<file path="config.mk">
export PLATFORM = sky130hd
export DESIGN_NAME = verlet_particle_wall_bounce_flat
export DESIGN_NICKNAME = d
export VERILOG_FILES = /design/src/rtl/core/vpwb_pkg.sv /design/src/rtl/core/vpwb_in_if.sv /design/src/rtl/core/vpwb_out_if.sv /design/src/rtl/core/vpwb_cfg.sv /design/src/rtl/core/vpwb_mul.sv /design/src/rtl/core/verlet_particle_wall_bounce.sv /design/src/flat_wrapper.sv
export SDC_FILE = /design/constraint.sdc
export NUM_CORES = 2
export LEC_CHECK = 0
export BUFFER_PORTS_ARGS = -buffer_cell sky130_fd_sc_hd__buf_2
export CAP_MARGIN = 20
export CORE_MARGIN = 10
export CORE_UTILIZATION = 45
export CTS_CLUSTER_SIZE = 25
export DETAILED_ROUTE_END_ITERATION = 12
export GPL_TIMING_DRIVEN = 0
export PLACE_DENSITY = 0.62
export SYNTH_ARGS = -nofsm -noshare
export SYNTH_HDL_FRONTEND = slang
export SYNTH_SLANG_ARGS = --single-unit
</file>
<file path="constraint.sdc">
create_clock -name i_clk -period 9.1 [get_ports i_clk]
set_input_delay 0.91 -clock i_clk [delete_from_list [all_inputs] [get_ports i_clk]]
set_output_delay 0.91 -clock i_clk [all_outputs]
set_load 0.02 [all_outputs]
</file>
<file path="src/rtl/core/vpwb_pkg.sv">
// Package for the Verlet particle block: widths, codes, reset values, config struct.
// Used by the interfaces and by every module under rtl/core.
package vpwb_pkg;

    localparam int FRAC_BITS_DEF = 16;
    localparam int COEF_BITS     = 16;
    localparam int POS_W         = 32;
    localparam int SUM_W         = POS_W + 2;

    localparam int RADIUS_W  = 27;
    localparam int ARENA_W   = 29;
    localparam int CFG_IDX_W = 3;
    localparam int CFG_DAT_W = 29;

    localparam logic [1:0] KIND_LOAD  = 2'd0;
    localparam logic [1:0] KIND_ACCEL = 2'd1;
    localparam logic [1:0] KIND_STEP  = 2'd2;

    localparam logic [CFG_IDX_W-1:0] REG_RADIUS   = 3'd0;
    localparam logic [CFG_IDX_W-1:0] REG_FRICTION = 3'd1;
    localparam logic [CFG_IDX_W-1:0] REG_BOUNCE   = 3'd2;
    localparam logic [CFG_IDX_W-1:0] REG_WIDTH    = 3'd3;
    localparam logic [CFG_IDX_W-1:0] REG_HEIGHT   = 3'd4;

    localparam logic [RADIUS_W-1:0]  RADIUS_RST   = 27'd655360;
    localparam logic [COEF_BITS-1:0] FRICTION_RST = 16'd65470;
    localparam logic [COEF_BITS-1:0] BOUNCE_RST   = 16'd32768;
    localparam logic [ARENA_W-1:0]   WIDTH_RST    = 29'd83886080;
    localparam logic [ARENA_W-1:0]   HEIGHT_RST   = 29'd47185920;

    typedef enum logic [1:0] {
        HIT_NONE = 2'd0,
        HIT_LOW  = 2'd1,
        HIT_HIGH = 2'd2
    } t_hit;

    typedef struct packed {
        logic [RADIUS_W-1:0]  radius;
        logic [COEF_BITS-1:0] friction;
        logic [COEF_BITS-1:0] bounce;
        logic [ARENA_W-1:0]   width;
        logic [ARENA_W-1:0]   height;
    } t_cfg;

    // Clip a widened sum back into the signed 32-bit range.
    function automatic logic signed [POS_W-1:0] sat32(input logic signed [SUM_W-1:0] v);
        logic signed [SUM_W-1:0] hi;
        logic signed [SUM_W-1:0] lo;
        hi = SUM_W'(34'sh07FFFFFFF);
        lo = -hi - SUM_W'(34'sd1);
        if (v > hi) begin
            return hi[POS_W-1:0];
        end else if (v < lo) begin
            return lo[POS_W-1:0];
        end
        return v[POS_W-1:0];
    endfunction

endpackage

</file>
<file path="src/rtl/core/vpwb_in_if.sv">
// Input channel of the Verlet particle block: valid/ready plus one command item.
// Depends on vpwb_pkg.
interface vpwb_in_if import vpwb_pkg::*; ();
    logic                    valid;
    logic                    ready;
    logic [1:0]              kind;
    logic signed [POS_W-1:0] load_x;
    logic signed [POS_W-1:0] load_y;
    logic signed [POS_W-1:0] accel_x;
    logic signed [POS_W-1:0] accel_y;
    logic [COEF_BITS-1:0]    time_step;

    modport source (output valid, kind, load_x, load_y, accel_x, accel_y, time_step,
                    input ready);
    modport sink   (input valid, kind, load_x, load_y, accel_x, accel_y, time_step,
                    output ready);
endinterface

</file>
<file path="src/rtl/core/vpwb_out_if.sv">
// Output channel of the Verlet particle block: valid/ready plus position and wall hits.
// Depends on vpwb_pkg.
interface vpwb_out_if import vpwb_pkg::*; ();
    logic                    valid;
    logic                    ready;
    logic signed [POS_W-1:0] pos_x;
    logic signed [POS_W-1:0] pos_y;
    logic [1:0]              hit_x;
    logic [1:0]              hit_y;

    modport source (output valid, pos_x, pos_y, hit_x, hit_y, input ready);
    modport sink   (input valid, pos_x, pos_y, hit_x, hit_y, output ready);
endinterface

</file>
<file path="src/rtl/core/vpwb_cfg.sv">
// Configuration registers of the Verlet particle block (radius, coefficients, arena).
// Depends on vpwb_pkg.
module vpwb_cfg import vpwb_pkg::*; (
    input  logic                 i_clk,
    input  logic                 i_rst_n,
    input  logic                 i_cfg_we,
    input  logic [CFG_IDX_W-1:0] i_cfg_idx,
    input  logic [CFG_DAT_W-1:0] i_cfg_data,
    output t_cfg                 o_cfg
);

    t_cfg r_cfg;

    always_ff @(posedge i_clk) begin
        if (!i_rst_n) begin
            r_cfg.radius   <= RADIUS_RST;
            r_cfg.friction <= FRICTION_RST;
            r_cfg.bounce   <= BOUNCE_RST;
            r_cfg.width    <= WIDTH_RST;
            r_cfg.height   <= HEIGHT_RST;
        end else if (i_cfg_we) begin
            unique case (i_cfg_idx)
                REG_RADIUS:   r_cfg.radius   <= i_cfg_data[RADIUS_W-1:0];
                REG_FRICTION: r_cfg.friction <= i_cfg_data[COEF_BITS-1:0];
                REG_BOUNCE:   r_cfg.bounce   <= i_cfg_data[COEF_BITS-1:0];
                REG_WIDTH:    r_cfg.width    <= i_cfg_data[ARENA_W-1:0];
                REG_HEIGHT:   r_cfg.height   <= i_cfg_data[ARENA_W-1:0];
                default: ;
            endcase
        end
    end

    assign o_cfg = r_cfg;

endmodule

</file>
<file path="src/rtl/core/vpwb_mul.sv">
// Shared multiplier: signed 32-bit by unsigned Q0.16, floored back to 32 bits, registered.
// Depends on vpwb_pkg.
module vpwb_mul import vpwb_pkg::*; (
    input  logic                    i_clk,
    input  logic                    i_en,
    input  logic signed [POS_W-1:0] i_a,
    input  logic [COEF_BITS-1:0]    i_b,
    output logic signed [POS_W-1:0] o_prod
);

    localparam int PROD_W = POS_W + COEF_BITS + 1;

    logic signed [PROD_W-1:0] w_full;
    logic signed [POS_W-1:0]  r_prod;

    assign w_full = PROD_W'(i_a) * PROD_W'($signed({1'b0, i_b}));

    // Arithmetic shift of the exact product is the floor toward minus infinity.
    always_ff @(posedge i_clk) begin
        if (i_en) begin
            r_prod <= w_full[POS_W+COEF_BITS-1:COEF_BITS];
        end
    end

    assign o_prod = r_prod;

endmodule

</file>
<file path="src/rtl/core/verlet_particle_wall_bounce.sv">
// Verlet particle block, top level: sequencer, particle state, output register.
// Depends on vpwb_pkg, vpwb_in_if, vpwb_out_if, vpwb_cfg and vpwb_mul.
//
// Usage: i_in carries command items (load position, add acceleration, integration
// step); o_out returns one item per command with the current position and the
// wall hit codes of that command (zero for all but a step). The config port
// writes one register per cycle with i_cfg_we; write it only while the block idles.
// Sequencing: a load, accel or unused-kind item goes from S_IDLE to S_DONE, which
// loads its result into the output register; the next item is taken in S_IDLE.
// A step item runs seven slots on one shared 32x16 multiplier (dt*dt, two friction
// products, two acceleration products, two bounce kicks) with the sums, clamps and
// kick updates riding alongside, then passes S_CY, S_PY and S_DONE; a new item is
// taken only once the block is back in S_IDLE.
// i_in.ready is high only while no item is in progress. A finished result waits in
// its own state until the output register is free, so a stalled receiver holds
// the block; the register itself stays valid until taken.
// Reset (synchronous, active low) clears position, previous position, summed
// acceleration and the output valid, and loads the register defaults.
module verlet_particle_wall_bounce import vpwb_pkg::*; #(
    parameter int FRAC_BITS = FRAC_BITS_DEF
) (
    input  logic                 i_clk,
    input  logic                 i_rst_n,
    vpwb_in_if.sink              i_in,
    vpwb_out_if.source           o_out,
    input  logic                 i_cfg_we,
    input  logic [CFG_IDX_W-1:0] i_cfg_idx,
    input  logic [CFG_DAT_W-1:0] i_cfg_data
);

    localparam logic signed [SUM_W-1:0] THREE = SUM_W'(3) <<< FRAC_BITS;

    typedef enum logic [3:0] {
        S_IDLE, S_DT, S_VX, S_VY, S_AX, S_AY, S_KX, S_KY, S_CY, S_PY, S_DONE
    } t_state;

    t_state r_state;
    t_cfg   w_cfg;

    logic signed [POS_W-1:0] r_cur_x, r_cur_y, r_prev_x, r_prev_y, r_acc_x, r_acc_y;
    logic signed [POS_W-1:0] r_dx, r_dy, r_vx, r_vy, r_ax, r_ay, r_kx;
    logic [COEF_BITS-1:0]    r_dt, r_dt2;
    t_hit                    r_hit_x, r_hit_y;

    logic                    r_out_valid;
    logic signed [POS_W-1:0] r_out_pos_x, r_out_pos_y;
    t_hit                    r_out_hit_x, r_out_hit_y;

    logic                    w_mul_en;
    logic signed [POS_W-1:0] w_mul_a, w_mul_b_ext, w_prod;
    logic [COEF_BITS-1:0]    w_mul_b;
    logic                    w_accept;

    logic signed [SUM_W-1:0] w_rad, w_lim_x, w_lim_y, w_px, w_py;
    logic                    w_hi_x, w_lo_x, w_hi_y, w_lo_y;

    vpwb_cfg u_cfg (
        .i_clk      (i_clk),
        .i_rst_n    (i_rst_n),
        .i_cfg_we   (i_cfg_we),
        .i_cfg_idx  (i_cfg_idx),
        .i_cfg_data (i_cfg_data),
        .o_cfg      (w_cfg)
    );

    vpwb_mul u_mul (
        .i_clk  (i_clk),
        .i_en   (w_mul_en),
        .i_a    (w_mul_a),
        .i_b    (w_mul_b),
        .o_prod (w_prod)
    );

    assign w_accept    = i_in.valid && i_in.ready;
    assign i_in.ready  = (r_state == S_IDLE);
    assign w_mul_b_ext = $signed(POS_W'(r_dt));

    // Operand selection for the shared multiplier.
    always_comb begin
        w_mul_en = 1'b1;
        w_mul_a  = '0;
        w_mul_b  = '0;
        unique case (r_state)
            S_DT: begin
                w_mul_a = w_mul_b_ext;
                w_mul_b = r_dt;
            end
            S_VX: begin
                w_mul_a = r_dx;
                w_mul_b = w_cfg.friction;
            end
            S_VY: begin
                w_mul_a = r_dy;
                w_mul_b = w_cfg.friction;
            end
            S_AX: begin
                w_mul_a = r_acc_x;
                w_mul_b = r_dt2;
            end
            S_AY: begin
                w_mul_a = r_acc_y;
                w_mul_b = r_dt2;
            end
            S_KX: begin
                w_mul_a = r_vx;
                w_mul_b = w_cfg.bounce;
            end
            S_KY: begin
                w_mul_a = r_vy;
                w_mul_b = w_cfg.bounce;
            end
            default: w_mul_en = 1'b0;
        endcase
    end

    // Wall tests on the current position; the high wall wins over the low wall.
    assign w_rad   = $signed(SUM_W'(w_cfg.radius));
    assign w_lim_x = $signed(SUM_W'(w_cfg.width));
    assign w_lim_y = $signed(SUM_W'(w_cfg.height));
    assign w_px    = SUM_W'(r_cur_x);
    assign w_py    = SUM_W'(r_cur_y);
    assign w_hi_x  = (w_px + w_rad) > w_lim_x;
    assign w_lo_x  = (w_px - w_rad) < 0;
    assign w_hi_y  = (w_py + w_rad) > w_lim_y;
    assign w_lo_y  = (w_py - w_rad) < 0;

    always_ff @(posedge i_clk) begin
        if (!i_rst_n) begin
            r_state     <= S_IDLE;
            r_cur_x     <= '0;
            r_cur_y     <= '0;
            r_prev_x    <= '0;
            r_prev_y    <= '0;
            r_acc_x     <= '0;
            r_acc_y     <= '0;
            r_hit_x     <= HIT_NONE;
            r_hit_y     <= HIT_NONE;
            r_out_valid <= 1'b0;
        end else begin
            // drop the output item once taken, unless a new one is loaded this cycle
            if (o_out.valid && o_out.ready && (r_state != S_DONE)) begin
                r_out_valid <= 1'b0;
            end
            unique case (r_state)
                S_IDLE: begin
                    r_hit_x <= HIT_NONE;
                    r_hit_y <= HIT_NONE;
                    r_dt    <= i_in.time_step;
                    if (w_accept) begin
                        r_state <= (i_in.kind == KIND_STEP) ? S_DT : S_DONE;
                        case (i_in.kind)
                            KIND_LOAD: begin
                                r_cur_x  <= i_in.load_x;
                                r_cur_y  <= i_in.load_y;
                                r_prev_x <= sat32(SUM_W'(i_in.load_x) + THREE);
                                r_prev_y <= sat32(SUM_W'(i_in.load_y) + THREE);
                                r_acc_x  <= '0;
                                r_acc_y  <= '0;
                            end
                            KIND_ACCEL: begin
                                r_acc_x <= sat32(SUM_W'(r_acc_x) + SUM_W'(i_in.accel_x));
                                r_acc_y <= sat32(SUM_W'(r_acc_y) + SUM_W'(i_in.accel_y));
                            end
                            default: ;
                        endcase
                    end
                end
                S_DT: begin
                    r_dx    <= sat32(SUM_W'(r_cur_x) - SUM_W'(r_prev_x));
                    r_dy    <= sat32(SUM_W'(r_cur_y) - SUM_W'(r_prev_y));
                    r_state <= S_VX;
                end
                S_VX: begin
                    r_dt2   <= w_prod[COEF_BITS-1:0];
                    r_state <= S_VY;
                end
                S_VY: begin
                    r_vx    <= w_prod;
                    r_state <= S_AX;
                end
                S_AX: begin
                    r_vy    <= w_prod;
                    r_state <= S_AY;
                end
                S_AY: begin
                    r_ax    <= w_prod;
                    r_state <= S_KX;
                end
                S_KX: begin
                    r_ay     <= w_prod;
                    r_prev_x <= r_cur_x;
                    r_cur_x  <= sat32(SUM_W'(r_cur_x) + SUM_W'(r_vx) + SUM_W'(r_ax));
                    r_acc_x  <= '0;
                    r_acc_y  <= '0;
                    r_state  <= S_KY;
                end
                S_KY: begin
                    r_kx     <= w_prod;
                    r_prev_y <= r_cur_y;
                    r_cur_y  <= sat32(SUM_W'(r_cur_y) + SUM_W'(r_vy) + SUM_W'(r_ay));
                    if (w_hi_x) begin
                        r_cur_x <= sat32(w_lim_x - w_rad);
                        r_hit_x <= HIT_HIGH;
                    end else if (w_lo_x) begin
                        r_cur_x <= sat32(w_rad);
                        r_hit_x <= HIT_LOW;
                    end
                    r_state  <= S_CY;
                end
                S_CY: begin
                    if (r_hit_x != HIT_NONE) begin
                        r_prev_x <= sat32(w_px + SUM_W'(r_kx));
                    end
                    if (w_hi_y) begin
                        r_cur_y <= sat32(w_lim_y - w_rad);
                        r_hit_y <= HIT_HIGH;
                    end else if (w_lo_y) begin
                        r_cur_y <= sat32(w_rad);
                        r_hit_y <= HIT_LOW;
                    end
                    r_state <= S_PY;
                end
                S_PY: begin
                    // Kick for y is still held in the multiplier output.
                    if (r_hit_y != HIT_NONE) begin
                        r_prev_y <= sat32(w_py + SUM_W'(w_prod));
                    end
                    r_state <= S_DONE;
                end
                S_DONE: begin
                    if (!r_out_valid || o_out.ready) begin
                        r_out_valid <= 1'b1;
                        r_out_pos_x <= r_cur_x;
                        r_out_pos_y <= r_cur_y;
                        r_out_hit_x <= r_hit_x;
                        r_out_hit_y <= r_hit_y;
                        r_state     <= S_IDLE;
                    end
                end
                default: r_state <= S_IDLE;
            endcase
        end
    end

    assign o_out.valid = r_out_valid;
    assign o_out.pos_x = r_out_pos_x;
    assign o_out.pos_y = r_out_pos_y;
    assign o_out.hit_x = r_out_hit_x;
    assign o_out.hit_y = r_out_hit_y;

    a_done_loads_out: assert property (@(posedge i_clk) disable iff (!i_rst_n)
        (r_state == S_DONE) && (!r_out_valid || o_out.ready) |=> r_out_valid)
        else $error("finished item not loaded into output register");

    a_step_blocks_input: assert property (@(posedge i_clk) disable iff (!i_rst_n)
        w_accept && (i_in.kind == KIND_STEP) |=> !i_in.ready ##1 !i_in.ready)
        else $error("input taken while a step is in progress");

    a_step_clears_accel: assert property (@(posedge i_clk) disable iff (!i_rst_n)
        (r_state == S_KX) |=> (r_acc_x == '0) && (r_acc_y == '0))
        else $error("acceleration not cleared by a step");

    a_hit_only_on_step: assert property (@(posedge i_clk) disable iff (!i_rst_n)
        w_accept && (i_in.kind != KIND_STEP) |=>
        (r_hit_x == HIT_NONE) && (r_hit_y == HIT_NONE))
        else $error("wall hit reported for a non-step item");

endmodule

</file>
<file path="src/flat_wrapper.sv">
// flat-port wrapper written by rule: the top's interface ports become plain ports
module verlet_particle_wall_bounce_flat import vpwb_pkg::*;
#(
    parameter int FRAC_BITS = FRAC_BITS_DEF
)
  (i_clk, i_rst_n, i_cfg_we, i_cfg_idx, i_cfg_data, i_in_valid, i_in_kind, i_in_load_x, i_in_load_y, i_in_accel_x, i_in_accel_y, i_in_time_step, i_in_ready, o_out_valid, o_out_pos_x, o_out_pos_y, o_out_hit_x, o_out_hit_y, o_out_ready);
  vpwb_in_if i_in_i ();
  vpwb_out_if o_out_i ();
  input  logic i_clk;
  input  logic i_rst_n;
  input  logic i_cfg_we;
  input  logic [CFG_IDX_W-1:0] i_cfg_idx;
  input  logic [CFG_DAT_W-1:0] i_cfg_data;
  input wire logic [$bits(i_in_i.valid)-1:0] i_in_valid;
  input wire logic [$bits(i_in_i.kind)-1:0] i_in_kind;
  input wire logic [$bits(i_in_i.load_x)-1:0] i_in_load_x;
  input wire logic [$bits(i_in_i.load_y)-1:0] i_in_load_y;
  input wire logic [$bits(i_in_i.accel_x)-1:0] i_in_accel_x;
  input wire logic [$bits(i_in_i.accel_y)-1:0] i_in_accel_y;
  input wire logic [$bits(i_in_i.time_step)-1:0] i_in_time_step;
  output wire logic [$bits(i_in_i.ready)-1:0] i_in_ready;
  output wire logic [$bits(o_out_i.valid)-1:0] o_out_valid;
  output wire logic [$bits(o_out_i.pos_x)-1:0] o_out_pos_x;
  output wire logic [$bits(o_out_i.pos_y)-1:0] o_out_pos_y;
  output wire logic [$bits(o_out_i.hit_x)-1:0] o_out_hit_x;
  output wire logic [$bits(o_out_i.hit_y)-1:0] o_out_hit_y;
  input wire logic [$bits(o_out_i.ready)-1:0] o_out_ready;
  assign i_in_i.valid = i_in_valid;
  assign i_in_i.kind = i_in_kind;
  assign i_in_i.load_x = i_in_load_x;
  assign i_in_i.load_y = i_in_load_y;
  assign i_in_i.accel_x = i_in_accel_x;
  assign i_in_i.accel_y = i_in_accel_y;
  assign i_in_i.time_step = i_in_time_step;
  assign i_in_ready = i_in_i.ready;
  assign o_out_valid = o_out_i.valid;
  assign o_out_pos_x = o_out_i.pos_x;
  assign o_out_pos_y = o_out_i.pos_y;
  assign o_out_hit_x = o_out_i.hit_x;
  assign o_out_hit_y = o_out_i.hit_y;
  assign o_out_i.ready = o_out_ready;
  verlet_particle_wall_bounce #(.FRAC_BITS(FRAC_BITS)) u_core (.i_clk(i_clk), .i_rst_n(i_rst_n), .i_in(i_in_i), .o_out(o_out_i), .i_cfg_we(i_cfg_we), .i_cfg_idx(i_cfg_idx), .i_cfg_data(i_cfg_data));
endmodule
</file>
* Yosys cells after proc, flatten, opt, wreduce, memory -nomap -nowiden
Cells that the tools add are included.
Storage, ports and cells: bits in registers 674, bits in latches 0, RAM bits 0, ROM bits 0, input port bits 183, output and inout port bits 70, logic and storage cells 296, memories kept 0
Operators by class: add/sub/neg operators 18, multiply operators 1, div/mod/pow operators 0, order comparisons 30, equality and inequality tests 25, shift-type cells 0, mux-type cells 150, bitwise gates (word level) 0, reductions and logical operators 43
Operators by type and width (count):
- two-way mux 32 bit | 56
- greater-than comparator 34 x 32 -> 1 bit, second input constant | 12
- less-than comparator 34 x 32 -> 1 bit, second input constant | 12
- one-hot mux 32 bit (3 select lines) | 4
- one-hot mux 32 bit (2 select lines) | 4
- one-hot mux 32 bit (7 select lines) | 1
- adder 32 x 32 -> 33 bit | 6
- two-way mux 1 bit | 74
- adder 33 x 32 -> 34 bit | 2
- greater-than comparator 34 x 30 -> 1 bit | 2
- less-than comparator 34 x 1 -> 1 bit, second input constant | 2
- adder 32 x 19 -> 33 bit, second input constant | 2
- adder 32 x 28 -> 33 bit | 2
- subtractor 32 x 28 -> 33 bit | 2
- subtractor 32 x 32 -> 33 bit | 2
- one-hot mux 16 bit (4 select lines) | 1
- subtractor 29 x 27 -> 30 bit | 2
- multiplier 32 x 17 -> 48 bit | 1
- one-hot mux 4 bit (11 select lines) | 1
- less-than comparator 28 x 32 -> 1 bit, second input constant | 1
- AND reduction 2 bit | 16
- greater-than comparator 27 x 31 -> 1 bit, second input constant | 1
- equality test 4 x 3 -> 1 bit, second input constant | 4
- AND reduction 4 bit | 4
- other kinds (27) | 53

* Depth between registers and ports, before layout
word-level depth 12, gate-level depth with buffers 33, depth with buffers taken out 30

* By module
From an unflattened synthesis, not the netlist that was laid out.
Second synthesis, totals: cells, all modules 7577, area total of the unflattened synthesis 68081.5 µm²
Modules (own cells, without submodules):
- verlet_particle_wall_bounce | instances 1, cells an instance 5100, area an instance 44990.6 µm², seq. area each 13753.2 µm²
- vpwb_mul | instances 1, cells an instance 2035, area an instance 18502.7 µm², seq. area each 960.9 µm²
- vpwb_cfg | instances 1, cells an instance 442, area an instance 4588.2 µm², seq. area each 2342.2 µm²

* Least setup slack after synthesis
OpenSTA, ideal clock, no wires.
path type reg2reg, start point reg u_core.r_state[3], end point reg u_core.u_mul.r_prod[24] (netlist: u_core.u_mul.o_prod[24]) (data pin), setup time 258 ps, arrival time 7744 ps, data required time 8842 ps, setup slack 1098 ps, cell stages (with the launch flop) 29, buffers on the path 4, clock period less this slack 8002 ps, cell sequence dfxtp_1 > clkbuf_1 > nand2b_1 > clkbuf_1 > nor2_1 > clkbuf_1 > a221oi_1 > clkbuf_1 > nor2_1 > fa_1 > fa_1 > fa_1 > fa_1 > fa_1 > inv_1 > fa_1 > inv_1 > ha_1 > a21o_1 > a21o_1 > a21oi_1 > a21oi_1 > o21ai_0 > o22a_1 > a31oi_1 > or3b_2 > a31o_2 > a21oi_1 > xnor2_1
On the way: cells in the longest elaborated chain, start to end 4, elaborated cells between the ends (all ways) 13, classes of those cells mul: 1; eq/ne: 7; mux: 2; reduce/logical: 3
Ends and longest elaborated chain:
- start, declared | RTL line verlet_particle_wall_bounce.sv:37 | t_state r_state;
- start signal, assigned | RTL line verlet_particle_wall_bounce.sv:150 | r_state <= (i_in.kind == KIND_STEP) ? S_DT : S_DONE;
- equality test 4 x 3 -> 1 bit, or another cell as far along
- OR reduction 2 bit (no source line)
- one-hot mux 16 bit (4 select lines) | RTL line verlet_particle_wall_bounce.sv:83 | unique case (r_state)
- multiplier 32 x 17 -> 48 bit (*) | RTL line vpwb_mul.sv:16 | assign w_full = PROD_W'(i_a) * PROD_W'($signed({1'b0, i_b}));
- named net u_core.u_mul.w_full[40] | RTL line vpwb_mul.sv:13 | logic signed [PROD_W-1:0] w_full;
- end signal, assigned | RTL line vpwb_mul.sv:21 | r_prod <= w_full[POS_W+COEF_BITS-1:COEF_BITS];
- end, declared | RTL line vpwb_mul.sv:14 | logic signed [POS_W-1:0] r_prod;
The timed path passes the listed nets; every way through them passes the cells marked *. A chain may end at the register's enable or synchronous reset.

* Worst setup path in the final report
start point reg u_core.r_state[3], end point reg u_core.u_mul.r_prod[30] (netlist: u_core.u_mul.o_prod[30]) (data pin)
Same word-level chain as after synthesis.

==> insert_results.sql <==
INSERT INTO impl_metrics (metric_group, metric, value, unit) VALUES
('outcome', 'outcome', 'finished clean', ''),
('drt', 'drt_iter0_markers', '7433', ''),
('setup_path', 'crit_path_end_kind', 'register', ''),
('global_route', 'grt_start_max_net_pins', '32', ''),
('setup_path', 'worst_path_dominant_cell_family', 'adder cells', ''),
('yosys', 'postSynthNetCount', '9007', ''),
('power_and_ir_drop', 'power_frac_clock', '13.9', '%'),
('clock_network', 'cts.sink_count', '674', ''),
('sta', 'setup_tns', '0', 'ns'),
('yosys', 'synth.cell_area', '0.0670', 'mm²'),
('global_route', 'global_route.usage.met1', '43.9', '%'),
('global_route', 'grt_pass1_vias', '58900', ''),
('final_layout', 'most-common-layout-cells', 'nand2_1, inv_1, nor2_1, ha_1, fa_1', ''),
('yosys', 'synth_cell_types', '99', ''),
('sta', 'layout_worst_path_cycle_share', '98.4', '%'),
('yosys', 'synth-edff-count', '356', ''),
('yosys', 'synth_cells', '7674', ''),
('clock_network', 'htree_num_levels', '3', ''),
('global_route', 'antenna_found_initial', '33', ''),
('global_route', 'top_usage_layer', 'met2', ''),
('yosys', 'post-synth-top-area-cell', 'fa_1', ''),
('setup_path', 'cp_data_arrival_time', '9.40', 'ns'),
('clock_network', 'worst_skew_pair.late_latency', '0.72', 'ns'),
('power_and_ir_drop', 'powerDensity', '345', 'mW/mm²'),
('final_layout', 'finish.net_count', '9403', ''),
('floorplan', 'die_w', '406', 'µm'),
('sta', 'fin_ws', '0.145', 'ns'),
('setup_path', 'cp_data_required_time', '9.55', 'ns'),
('power_and_ir_drop', 'net-switching-power', '13.7', 'mW'),
('yosys', 'postSynthRegisterBits', '674', ''),
('sta', 'final_period_minus_worst_setup_slack', '8.96', 'ns'),
('power_and_ir_drop', 'power.share.sequential', '21.3', '%'),
('setup_path', 'cp_num_buf_inv', '5', ''),
('clock_network', 'clkSlewWorstSetupHoldPaths', '0.06', 'ns'),
('final_layout', 'fin_util', '50.6', '%'),
('placed_design', 'port-buffer-count', '250', ''),
('drt', 'detail_route.first_pass.iterations', '7', ''),
('worst_hold_path', 'worst_hold_path_class', 'input pin to register', ''),
('yosys', 'synth.yosys.seq_area_share', '25.5', '%'),
('global_route', 'globalRouteMet3Util', '10.0', '%'),
('run', 'cap_viol_max_count', '0', ''),
('sta', 'maxSlewViolCount', '0', ''),
('yosys', 'syn_avg_cell_area', '8.73', 'µm²'),
('placed_design', 'post-dp-hpwl', '232', 'mm'),
('sta', 'fmax', '112', 'MHz'),
('setup_path', 'critPathMaxFanout', '10', ''),
('clock_network', 'ctsRootBufferMaster', 'clkbuf_16', ''),
('sta', 'timing.final.hold_violations', '0', ''),
('setup_path', 'setup_crit_start_kind', 'register', ''),
('setup_path', 'crit_type', 'register to register', ''),
('placed_design', 'post_placement_worst_setup_slack', '-1.72', 'ns'),
('drt', 'vias', '61800', ''),
('floorplan', 'design.die.area', '0.165', 'mm²'),
('power_and_ir_drop', 'leakagePower', '32.6', 'nW'),
('drt', 'detail_route.wirelength', '283', 'mm'),
('clock_network', 'numCtsBuffers', '83', ''),
('floorplan', 'fp.dieH', '406', 'µm'),
('yosys', 'synth-async-reset-ratio', '0', '%'),
('placed_design', 'place.detailed.instances', '9890', ''),
('sta', 'worst-slew-pin-transition', '1.21', 'ns'),
('yosys', 'synth_top_cell_area_share', '16.7', '%'),
('final_layout', 'fraction_of_layout_instances_using_a_drive_strength_above_1', '8.94', '%'),
('drt', 'viasPerCell', '6.13', ''),
('global_route', 'globalRouteTotalUtil', '33.4', '%'),
('global_route', 'grt_util_met2', '49.7', '%'),
('floorplan', 'floorplan.initialDensity', '45.3', '%'),
('global_route', 'total_grt_overflow', '0', ''),
('final_layout', 'final.fill_count', '14100', ''),
('final_layout', 'final_cells', '10100', ''),
('global_route', 'first_pass_grt_wire_length', '402', 'mm'),
('setup_path', 'critical_path.most_common_cell', 'fa_1', '');
kinds of logic after synthesis:
family,count (synthesis),share of synthesized area (%)
simple gates,2245,15.1
compound gates,1971,19.0
buf+inv,1195,6.78
fa+ha+maj,1165,28.0
flops,674,25.5
xor+xnor,383,5.01
mux,41,0.641
worst paths after layout:
| check | from | end | slack, ns | cells after the start |
|---|---|---|---|---|
| max reg2reg | u_core.r_state[3] | u_core.u_mul.o_prod[30] | 0.14 | 26 |
| min | i_in_time_step[3] | u_core.r_dt[3] | 0.39 | 1 |
| min reg2reg | u_core.u_cfg.o_cfg[69] | u_core.u_cfg.o_cfg[69] | 0.45 | 2 |
| max | u_core.r_state[3] | u_core.u_mul.o_prod[30] | 0.14 | 26 |
final cells by class:
class | count | area [µm²] | area share [%]
Antenna cell | 13 | 32.5 | 0.0435
Buffer | 330 | 1430 | 1.92
Timing Repair Buffer | 324 | 1950 | 2.61
Sequential cell | 674 | 17100 | 22.8
Tap cell | 1930 | 2410 | 3.23
Inverter | 852 | 3200 | 4.28
Clock buffer | 104 | 2290 | 3.06
Multi-Input combinational cell | 5805 | 45800 | 61.2
Clock inverter | 51 | 631 | 0.843
routing by layer:
layer / up-vias / wire length, µm / share of wire, %
li1: 27400 / - / -
met1: 30100 / 111000 / 39
met2: 3516 / 120000 / 42
met5: - / 36 / 0.013
met4: 4 / 16900 / 6.0
met3: 730 / 34900 / 12
metrics by stage:
step                cell area, µm²  hold slack (ns)
floorplan                    67000            0.425
global placement             70600            0.439
detailed placement           71100            0.443
CTS                          74500            0.350
global route                 74700            0.369
finish                       74800            0.388
sequential cells by signal, summed over array words and instances (netlist names), 2 cells and up:
signal / flops
u_core.u_cfg.o_cfg: 117
u_core.o_out.pos_x: 32
u_core.o_out.pos_y: 32
u_core.r_acc_x: 32
u_core.r_acc_y: 32
u_core.r_ax: 32
u_core.r_ay: 32
u_core.r_cur_x: 32
u_core.r_cur_y: 32
u_core.r_dx: 32
u_core.r_dy: 32
u_core.r_kx: 32
u_core.r_prev_x: 32
u_core.r_prev_y: 32
u_core.r_vx: 32
u_core.r_vy: 32
u_core.u_mul.o_prod: 32
u_core.r_dt2: 16
u_core.r_dt: 16
u_core.r_state: 4
u_core.o_out.hit_x: 2
u_core.o_out.hit_y: 2
u_core.r_hit_x: 2
u_core.r_hit_y: 2
repair_timing:
| item | CTS | global route |
|---|---|---|
| setup endpoints to repair | 32 | 19 |
| buffers inserted | 29 | 9 |
| gates resized for setup | 100 | 90 |
| pin swaps | 25 | 6 |
| gates cloned | 0 | 0 |
cell usage after synthesis (21+ instances only):
| cell type | number |
|---|---|
| a211oi_1 | 67 |
| a21o_1 | 184 |
| a21oi_1 | 553 |
| a221oi_1 | 62 |
| a222oi_1 | 33 |
| a22oi_1 | 83 |
| a31oi_1 | 64 |
| a41oi_1 | 23 |
| and2_1 | 38 |
| and3_1 | 60 |
| and4_1 | 30 |
| clkbuf_1 | 308 |
| dfxtp_1 | 318 |
| edfxtp_1 | 356 |
| fa_1 | 558 |
| ha_1 | 592 |
| inv_1 | 850 |
| mux2i_1 | 26 |
| nand2_1 | 910 |
| nand2b_1 | 54 |
| nand3_1 | 120 |
| nand4_1 | 88 |
| nor2_1 | 643 |
| nor2b_1 | 80 |
| nor3_1 | 91 |
| o211ai_1 | 58 |
| o21a_1 | 66 |
| o21ai_0 | 476 |
| o21bai_1 | 55 |
| o221a_2 | 25 |
| o31ai_1 | 25 |
| or2_2 | 21 |
| or3_1 | 25 |
| xnor2_1 | 236 |
| xor2_1 | 147 |
power by group through the flow:
stage / clock, mW / combinational [mW] / sequential (mW)
4_1_cts: 3.61 / 16.3 / 5.39
5_1_grt: 3.73 / 18.2 / 5.44
3_5_place_dp: 0 / 16.1 / 5.44
3_3_place_gp: 0 / 15.9 / 5.46
2_1_floorplan: 0 / 10.9 / 4.65
6_report: 3.60 / 16.7 / 5.50
Power figures use the tool's default switching activity.
